`config.mk`:
```
export PLATFORM = sky130hd
export DESIGN_NAME = vcli_front
export DESIGN_NICKNAME = d
export VERILOG_FILES = /design/src/vcli_pkg.sv /design/src/vcli_front.sv
export SDC_FILE = /design/constraint.sdc
export NUM_CORES = 1
export LEC_CHECK = 0
export BUFFER_PORTS_ARGS = -buffer_cell sky130_fd_sc_hd__buf_2
export CAP_MARGIN = 20
export CELL_PAD_IN_SITES_DETAIL_PLACEMENT = 0
export CELL_PAD_IN_SITES_GLOBAL_PLACEMENT = 2
export CORE_ASPECT_RATIO = 0.9
export CORE_MARGIN = 5
export CORE_UTILIZATION = 35
export DETAILED_ROUTE_END_ITERATION = 6
export GPL_TIMING_DRIVEN = 0
export PLACE_DENSITY = 0.92
export SETUP_SLACK_MARGIN = 0.2
export SYNTH_ARGS = -nofsm -noshare
export SYNTH_HDL_FRONTEND = slang
export SYNTH_SLANG_ARGS = --single-unit
```
`constraint.sdc`:
```
create_clock -name clk -period 7 [get_ports clk]
set_input_delay 1.4 -clock clk [delete_from_list [all_inputs] [get_ports clk]]
set_output_delay 1.4 -clock clk [all_outputs]
set_load 0.02 [all_outputs]
```
`src/vcli_pkg.sv`:
```
// types, constants and helpers of the colormap lookup pipeline
// no dependencies
`default_nettype none
package vcli_pkg;

  localparam int TABLE_DEPTH   = 64;
  localparam int FRACTION_BITS = 16;
  localparam int ADDR_W        = $clog2(TABLE_DEPTH);
  localparam int LAM_W         = FRACTION_BITS + 1;
  localparam int REM_W         = 32 + FRACTION_BITS;
  localparam int DIV_STAGES    = FRACTION_BITS + 2;
  localparam int ACC_W         = FRACTION_BITS + 10;
  localparam int LATENCY       = FRACTION_BITS + 8;
  localparam int CFG_IDX_W     = 4;

  // shifts between the Q16 sample scale and the internal lambda scale
  localparam int N_SHL = (FRACTION_BITS >= 16) ? FRACTION_BITS - 16 : 0;
  localparam int N_SHR = (FRACTION_BITS >= 16) ? 0 : 16 - FRACTION_BITS;

  localparam logic [LAM_W-1:0] LAM_ONE = {1'b1, {FRACTION_BITS{1'b0}}};

  typedef enum logic [1:0] {
    CMD_WR_COLOR = 2'd0,
    CMD_WR_ALPHA = 2'd1,
    CMD_MAP_RAW  = 2'd2,
    CMD_MAP_NORM = 2'd3
  } cmd_t;

  localparam logic [CFG_IDX_W-1:0] REG_MIN_VALUE   = 4'd0;
  localparam logic [CFG_IDX_W-1:0] REG_MAX_VALUE   = 4'd1;
  localparam logic [CFG_IDX_W-1:0] REG_COLOR_COUNT = 4'd2;
  localparam logic [CFG_IDX_W-1:0] REG_ALPHA_COUNT = 4'd3;

  typedef struct packed {
    logic [31:0] min_value;
    logic [31:0] max_value;
    logic [6:0]  color_count;
    logic [6:0]  alpha_count;
  } cfg_t;

  typedef struct packed {
    logic             valid;
    cmd_t             cmd;
    logic [5:0]       index;
    logic [7:0]       red;
    logic [7:0]       green;
    logic [7:0]       blue;
    logic [7:0]       alpha;
    logic [LAM_W-1:0] lam_norm;
    logic             force_zero;
    logic             span_err;
  } item_t;

  // last entry in use, with out-of-range counts folded in
  function automatic logic [ADDR_W-1:0] last_entry(input logic [6:0] c);
    logic [ADDR_W-1:0] r;
    if (c == 7'd0) r = '0;
    else if (int'(c) > TABLE_DEPTH) r = ADDR_W'(TABLE_DEPTH - 1);
    else r = ADDR_W'(c - 7'd1);
    return r;
  endfunction

endpackage
`default_nettype wire

```
`src/vcli_front.sv`:
```
// front stages: span subtraction, sign handling and normalized-mode lambda
// depends on vcli_pkg
`default_nettype none
module vcli_front import vcli_pkg::*; (
  input  wire logic        clk,
  input  wire logic        rst_n,
  input  wire item_t       in_item,
  input  wire logic [31:0] in_sample,
  input  wire cfg_t        cfg,
  output item_t            out_item,
  output logic [31:0]      out_num_abs,
  output logic [31:0]      out_den_abs
);
  item_t              s1_item_r, s2_item_r, s2_item_nxt, s3_item_r, s3_item_nxt;
  logic [31:0]        s1_sample_r;
  logic signed [32:0] num_r, num_nxt, den_r, den_nxt;
  logic [31:0]        an_r, an_nxt, ad_r, ad_nxt;
  logic [16:0]        n_clamp;
  logic [LAM_W+16:0]  n_wide;

  // capture the transfer
  always_ff @(posedge clk) begin
    s1_item_r   <= rst_n ? in_item : '0;
    s1_sample_r <= in_sample;
  end

  // differences and normalized lambda
  always_comb begin
    num_nxt = $signed({s1_sample_r[31], s1_sample_r}) -
              $signed({cfg.min_value[31], cfg.min_value});
    den_nxt = $signed({cfg.max_value[31], cfg.max_value}) -
              $signed({cfg.min_value[31], cfg.min_value});
    if (s1_sample_r[31]) n_clamp = '0;
    else if (s1_sample_r > 32'd65536) n_clamp = 17'd65536;
    else n_clamp = s1_sample_r[16:0];
    n_wide = ((LAM_W+17)'(n_clamp) << N_SHL) >> N_SHR;
    s2_item_nxt = s1_item_r;
    s2_item_nxt.lam_norm = LAM_W'(n_wide);
  end

  always_ff @(posedge clk) begin
    s2_item_r <= rst_n ? s2_item_nxt : '0;
    num_r     <= num_nxt;
    den_r     <= den_nxt;
  end

  // magnitudes and the zero cases
  always_comb begin
    an_nxt = num_r[32] ? 32'(-num_r) : num_r[31:0];
    ad_nxt = den_r[32] ? 32'(-den_r) : den_r[31:0];
    s3_item_nxt = s2_item_r;
    s3_item_nxt.span_err   = (s2_item_r.cmd == CMD_MAP_RAW) && (den_r == '0);
    s3_item_nxt.force_zero = (den_r == '0) || (num_r == '0) || (num_r[32] != den_r[32]);
  end

  always_ff @(posedge clk) begin
    s3_item_r <= rst_n ? s3_item_nxt : '0;
    an_r      <= an_nxt;
    ad_r      <= ad_nxt;
  end

  assign out_item    = s3_item_r;
  assign out_num_abs = an_r;
  assign out_den_abs = ad_r;
endmodule
`default_nettype wire

```
==> results of run 1 <==
[per-layer routing]
metal  wire length (um)  share of wire (%)  GRT usage (%)
met1              15700                 47           22.6
met2              14900                 45           26.8
met5                 41               0.12              0
met4                747                2.2           4.37
met3               1960                5.9           3.95
[logic make-up (layout without fill, tap and decap cells)]
kind of cell / count (synthesis) / count (layout)
and+or+nand+nor: 404 / 404
DFF: 321 / 321
AOI/OAI and AO/OA: 229 / 229
xor gates and xnor gates: 114 / 114
buffers and inverters: 93 / 419
adders and majority gates: 68 / 68
other: 0 / 2
[final cells by class]
type | count | area [sq um] | area share (%)
flip-flops and latches | 321 | 6430 | 41.6
clock inverters | 22 | 284 | 1.84
multi-input cells | 815 | 5540 | 35.9
plain buffers | 35 | 131 | 0.850
inverters | 58 | 218 | 1.41
diodes | 2 | 5.00 | 0.0324
clock buffers | 40 | 935 | 6.05
well taps | 469 | 587 | 3.80
repair buffers | 264 | 1320 | 8.55
[how the worst max path moves through the flow]
stage / startpoint / end / cells past startpoint
after floorplan: cfg[49] / den_r[25]$_DFF_P_ / 9
after global placement: cfg[47] / den_r[25]$_DFF_P_ / 10
after detailed placement: cfg[47] / den_r[25]$_DFF_P_ / 10
after CTS: cfg[47] / den_r[25]$_DFF_P_ / 10
after global routing: cfg[14] / den_r[26]$_DFF_P_ / 11
final: cfg[46] / num_r[30]$_DFF_P_ / 10
[where the power goes]
group	total (mW)	switching (mW)	internal [mW]	leakage (nW)
Combinational	0.950	0.577	0.372	3.62
Sequential	2.22	0.135	2.09	2.67
Clock	1.91	0.752	1.16	0.600
Total	5.08	1.46	3.62	6.89
[Yosys cell counts, types with 4 or more instances]
master,instances
a211oi_1,7
a21boi_0,4
a21o_1,16
a21oi_1,69
a31oi_1,10
and2_1,157
and3_1,5
clkbuf_1,34
dfxtp_1,321
ha_1,66
inv_1,58
nand2_1,69
nand2b_1,16
nand3_1,16
nand4_1,13
nor2_1,58
nor2b_1,7
nor3_1,20
nor4_1,13
o2111ai_1,4
o21a_1,4
o21ai_0,61
o21bai_1,6
o31ai_1,19
o41ai_1,8
or3_1,10
or4_1,5
xnor2_1,86
xor2_1,28
[flip-flops by register name, summed over array words and instances (netlist names)]
name,flops
s2_item_r,58
s1_item_r,41
s1_sample_r,32
den_r,33
out_item,60
num_r,33
out_den_abs,32
out_num_abs,32
[stage by stage]
step / setup WS (ns) / cell area (sq um) / instances / hold slack (ns)
after floorplan: 3.54 / 12300 / 1229 / 0.352
after global placement: 2.65 / 14200 / 1960 / 0.367
after detailed placement: 2.71 / 14200 / 1961 / 0.367
after CTS: 3.23 / 15400 / 2023 / 0.375
after global routing: 3.08 / 15400 / 2026 / 0.386
final: 3.25 / 15400 / 2026 / 0.370
[worst max-delay path, cell delays in order]
cell	delay, ns
buf_2	0.12
ha_1	0.21
fa_1	0.40
nand2b_1	0.19
a211oi_1	0.35
o2111ai_1	0.24
a21oi_1	0.36
o21ai_0	0.27
and4b_1	0.27
a2111oi_0	0.32
[cells in the final DEF, fill, tap and decap left out, types with 8 or more instances in the layout]
cell	count
xor2_1	28
nor2_1	58
o41ai_1	8
buf_2	263
a31oi_1	10
a21oi_1	69
clkbuf_1	35
nand4_1	13
or3_1	10
nand2b_1	16
and2_1	157
nor3_1	20
inv_1	58
o31ai_1	19
a21o_1	16
clkinv_2	9
ha_1	66
dfxtp_1	321
clkbuf_16	35
o21ai_0	61
nand3_1	16
nor4_1	13
xnor2_1	86
nand2_1	69
==> run metrics, run 1 <==
post-DP HPWL=26600 um; Reg2Reg Depth=10; crit end category=flop; Port Buffers=roughly 260; first-pass GRT wire length=around 52000 um; Post-Synth Adder-Cell Area=7.03%; RSZ-0062 raised after global routing=false; clock latency on the worst-skew pair=~0.53 ns; Tot GR Track Use=between 15 and 20%; DRT antenna net count=0; Post-route DRC=0; I/O pins=296; Peak Freq=about 270 MHz; Yosys cell types=57; number of flops mapped to enable cells by yosys=0; total power=5.08 mW; reg2reg end=num_r[30]$_DFF_P_; register area share after synthesis=52.2%; layout cells sized above 1=a little over a fifth; Hold EP=out_num_abs[0]$_DFF_P_; Max transition margin=between 40% and 50%; crit path DAT=between 4 and 5 ns; largest family of logic cells by synthesized area=simple AND/OR/NAND/NOR gates; Leak Pwr=about 6.9 nW; setup TNS=0 ns; initial core utilization=about a third; Yosys top cell by area=dfxtp_1; #FFs+latches synth=roughly 320; largest cells by area after synthesis=dfxtp_1, and2_1, ha_1; Max Cap Violations=0; CTS resizes=0; Synth top area share=52.2%; vias in the first global route=9523; Placer Congestion=approximately 0.82; status=complete, no violations; Row Count=65; Hold Path Depth=0; Vias/cell=4.68; syn_area_per_cell=10.0 sq um; pin count of the biggest net entering global routing=16; Core Region=approximately 35000 sq um; initial drt markers=406; Layout Utilization=44.3%; ys async rst share=0%; clk slew on worst S/H paths=0.06 ns; Compound-Gate Fraction of Synth Area=11.8%; DRT Wirelength=33300 um; Final Hold Viols=0; final setup fails=0; via count=9484; net count after synthesis=1469; reg-to-reg critical path startpoint=s1_sample_r[0]$_DFF_P_; Mapped Cells=1229; Die W=208 um; min cycle time layout=around 3.7 ns; grt ovf=0; Slew Limit Fails=0; Avg WL per Cell=16.4 um; period utilization=53.6%; initial antenna violation count=6; Final #Nets=1770; die area=39100 sq um; mux cell area share after synthesis=0%; hold crit path type=reg -> reg; CTS tree=done; Post-Synth Simple-Gate Area=18.1%; Setup Crit Path Kind=in -> reg; worst-path fanout max=3; FF-to-FF setup slack=about 3.9 ns; clk root buf=clkbuf_16; H-tree depth=2; Synth Flop Type=dfxtp_1; First-pass DRT Iterations=5; Slew @ Worst Pin=around 0.84 ns; Hold Path Origin=num_r[0]$_DFF_P_; Synth warnings=0; Num CTS Buffers=35; die height=188 um; Worst Skew=roughly 0.016 ns; Worst setup SP type=input pin; WP data required=7.38 ns; # hold bufs at CTS=0; area grow syn2layout=25.4%; maximum VDD drop=about 0.15 mV; Synth Area in XOR/XNOR=under 10%; # fillers=3442; Clock Sink Count=321; CTS Buffer Depth=3; Post-CTS Setup Bufs=0; mapped cell area=12300 sq um; PD cells=329 nW/um^2
Power figures use the tool's default switching activity.
==> run 2: changes to the inputs <==
--- a/config.mk
+++ b/config.mk
@@ -5,16 +5,17 @@
 export SDC_FILE = /design/constraint.sdc
 export NUM_CORES = 1
 export LEC_CHECK = 0
+export ABC_AREA = 1
 export BUFFER_PORTS_ARGS = -buffer_cell sky130_fd_sc_hd__buf_2
 export CAP_MARGIN = 20
 export CELL_PAD_IN_SITES_DETAIL_PLACEMENT = 0
 export CELL_PAD_IN_SITES_GLOBAL_PLACEMENT = 2
 export CORE_ASPECT_RATIO = 0.9
 export CORE_MARGIN = 5
-export CORE_UTILIZATION = 35
+export CORE_UTILIZATION = 27
 export DETAILED_ROUTE_END_ITERATION = 6
 export GPL_TIMING_DRIVEN = 0
-export PLACE_DENSITY = 0.92
+export PLACE_DENSITY = 0.83
 export SETUP_SLACK_MARGIN = 0.2
 export SYNTH_ARGS = -nofsm -noshare
 export SYNTH_HDL_FRONTEND = slang
==> constraint.sdc (replaced) <==
create_clock -name clk -period 3.2 [get_ports clk]
set_input_delay 0.64 -clock clk [delete_from_list [all_inputs] [get_ports clk]]
set_output_delay 0.64 -clock clk [all_outputs]
set_load 0.02 [all_outputs]
==> run metrics, run 2 <==
status=complete, no violations; mapped cell area=15000 sq um; Core Region=54600 sq um; WP data required=roughly 3.6 ns; Synth Flop Type=dfxtp_1; pin count of the biggest net entering global routing=15; Max Cap Violations=0; Post-Synth Adder-Cell Area=5.79%; Vias/cell=4.03; Slew Limit Fails=0; worst-path fanout max=3; post-place setup slack=~0.81 ns; CTS Buffer Depth=3; max reg flops=60; initial antenna violation count=4; ys async rst share=0%; mux cell area share after synthesis=0%; cell family with most CP delay=simple AND/OR/NAND/NOR gates; min cycle time layout=1.94 ns; crit-path max cell delay=0.40 ns; commonest cells after routing, fill and taps aside=nand2_1, inv_1, dfxtp_1; Tot GR Track Use=14.5%; via count=about 13000; maximum VDD drop=between 0.3 and 0.4 mV; Final #Nets=around 2700; Placed Area=17100 sq um; Synth warnings=0; I/O pins=296; register area share after synthesis=43.0%; Inst Count DP=3116; # hold bufs at CTS=0; area grow syn2layout=22.3%; #FFs+latches synth=321; setup TNS=0 ns; initial drt markers=702; die area=60200 sq um; crit end category=flop; largest family of logic cells by synthesized area=simple AND/OR/NAND/NOR gates; top cells by count, synth=nand2_1, inv_1, dfxtp_1; Clock Sink Count=321; Num CTS Buffers=36; total power=11.4 mW; Max transition margin=62.4%; commonest non-fill, non-tap cell in the layout=nand2_1; Worst Skew=0.0244 ns; Post-route DRC=0; Setup Crit Path Kind=reg -> reg; syn_area_per_cell=6.96 sq um; Placer Congestion=0.880; crit path DAT=2.39 ns; Port Buffers=between 200 and 300; hold crit path type=in -> reg; Setup WS post-layout=1.26 ns; Row Count=81; slowest CP cell=fa_1; Final Hold Viols=0; Yosys top cell by area=dfxtp_1; final non-filler cell total=approximately 3200; first-pass GRT wire length=roughly 68000 um; Leak Pwr=10.9 nW; Yosys cell types=37; clock latency on the worst-skew pair=0.56 ns; vias in the first global route=about 12000; DRT Wirelength=45100 um; Compound-Gate Fraction of Synth Area=2.77%; design area=18300 sq um; DRT antenna net count=0; Synth top area share=43.0%; H-tree depth=2; Buf+Inv Stages, Crit Path=2; net count after synthesis=2390; post-DP HPWL=38300 um; Avg WL per Cell=14.2 um; die height=roughly 230 um; RSZ-0062 raised after global routing=false; Post-Synth Simple-Gate Area=30.7%; final setup fails=0; cell mode on critical path=nand2_1; number of flops mapped to enable cells by yosys=0; Worst setup SP type=flop; crit-path cells=inv_1, ha_1, fa_1, inv_1, nand2_1, nand2_1, nand3_1, nand2_2, nand2_2, nand2_2, nand2_1, nand3_1, nand2_1; Post-CTS Setup Bufs=0; PD cells=623 nW/um^2; CTS tree=done; First-pass DRT Iterations=4; grt ovf=0; clk root buf=clkbuf_16; Synth Area in XOR/XNOR=4.68%; period utilization=between 60% and 70%; Mapped Cells=2150; CTS resizes=0; clk slew on worst S/H paths=0.06 ns; layout cells sized above 1=16.7%; Die W=258 um; Peak Freq=514 MHz; initial core utilization=between 20% and 30%; largest cells by area after synthesis=dfxtp_1, nand2_1, inv_1; Slew @ Worst Pin=0.565 ns; count leader, synth=nand2_1
## run 2: cell types whose count changed after synthesis, sizes merged, moves of 34 or more
cell   previous run  this run
nand2            69       769
inv              58       492
and2            157         6
nor2             58       189
nand3            17        91
xnor2            86        19
o21ai            62        28
## run 2: path summary, 6_finish.rpt
path	from	to	slack [ns]	depth (start not counted)
setup reg to reg	s1_sample_r[0]$_DFF_P_	num_r[24]$_DFF_P_	1.26	13
hold reg to reg	num_r[0]$_DFF_P_	out_num_abs[0]$_DFF_P_	0.36	0
setup / recovery	s1_sample_r[0]$_DFF_P_	num_r[24]$_DFF_P_	1.26	13
hold / removal	in_sample[28]	s1_sample_r[28]$_DFF_P_	0.19	1
## run 2: worst register-to-register path: cells and delay by family (launching register included)
family	cells	cell delay, ns
adders and majority gates	2	0.61
DFF	1	0.31
buffers and inverters	2	0.18
and+or+nand+nor	9	0.74
## run 2: power by group
group	internal [mW]	switching (mW)
Clock	2.29	1.64
Sequential	4.56	0.281
Combinational	0.875	1.74
## run 2: routing by layer
layer / track usage (%) / vias to the layer above / wire length, um
met4: 3.12 / 0 / 608
met5: 0 / - / 0
met1: 21.7 / 5549 / 23200
met2: 21.8 / 337 / 18600
li1: - / 6892 / -
met3: 2.62 / 40 / 2730
## run 2: final cells by class
cell class                 count  area (sq um)
clock inverter                13           110
inverter                     492          1850
tap                          705           882
antenna                        1          2.50
timing repair buffer         261          1310
fill                        5967         36300
buffer                        25           121
sequential                   321          6430
clock buffer                  52          1040
multi-input combinational   1312          6570
## run 2: kinds of logic (layout without fill, tap and decap cells)
family / count (synthesis) / after routing
xor gates and xnor gates: 80 / 80
AOI/OAI and AO/OA: 75 / 75
buffers and inverters: 517 / 843
adders and majority gates: 68 / 68
other: 0 / 1
DFF: 321 / 321
and+or+nand+nor: 1089 / 1089
## run 2: per-stage QoR
stage | hold WS (ns) | util, %
floorplan | 0.331 | -
finish | 0.186 | 33.5
global route | 0.154 | 33.5
detailed placement | 0.348 | 31.4
CTS | 0.150 | 33.5
global placement | 0.350 | 31.4
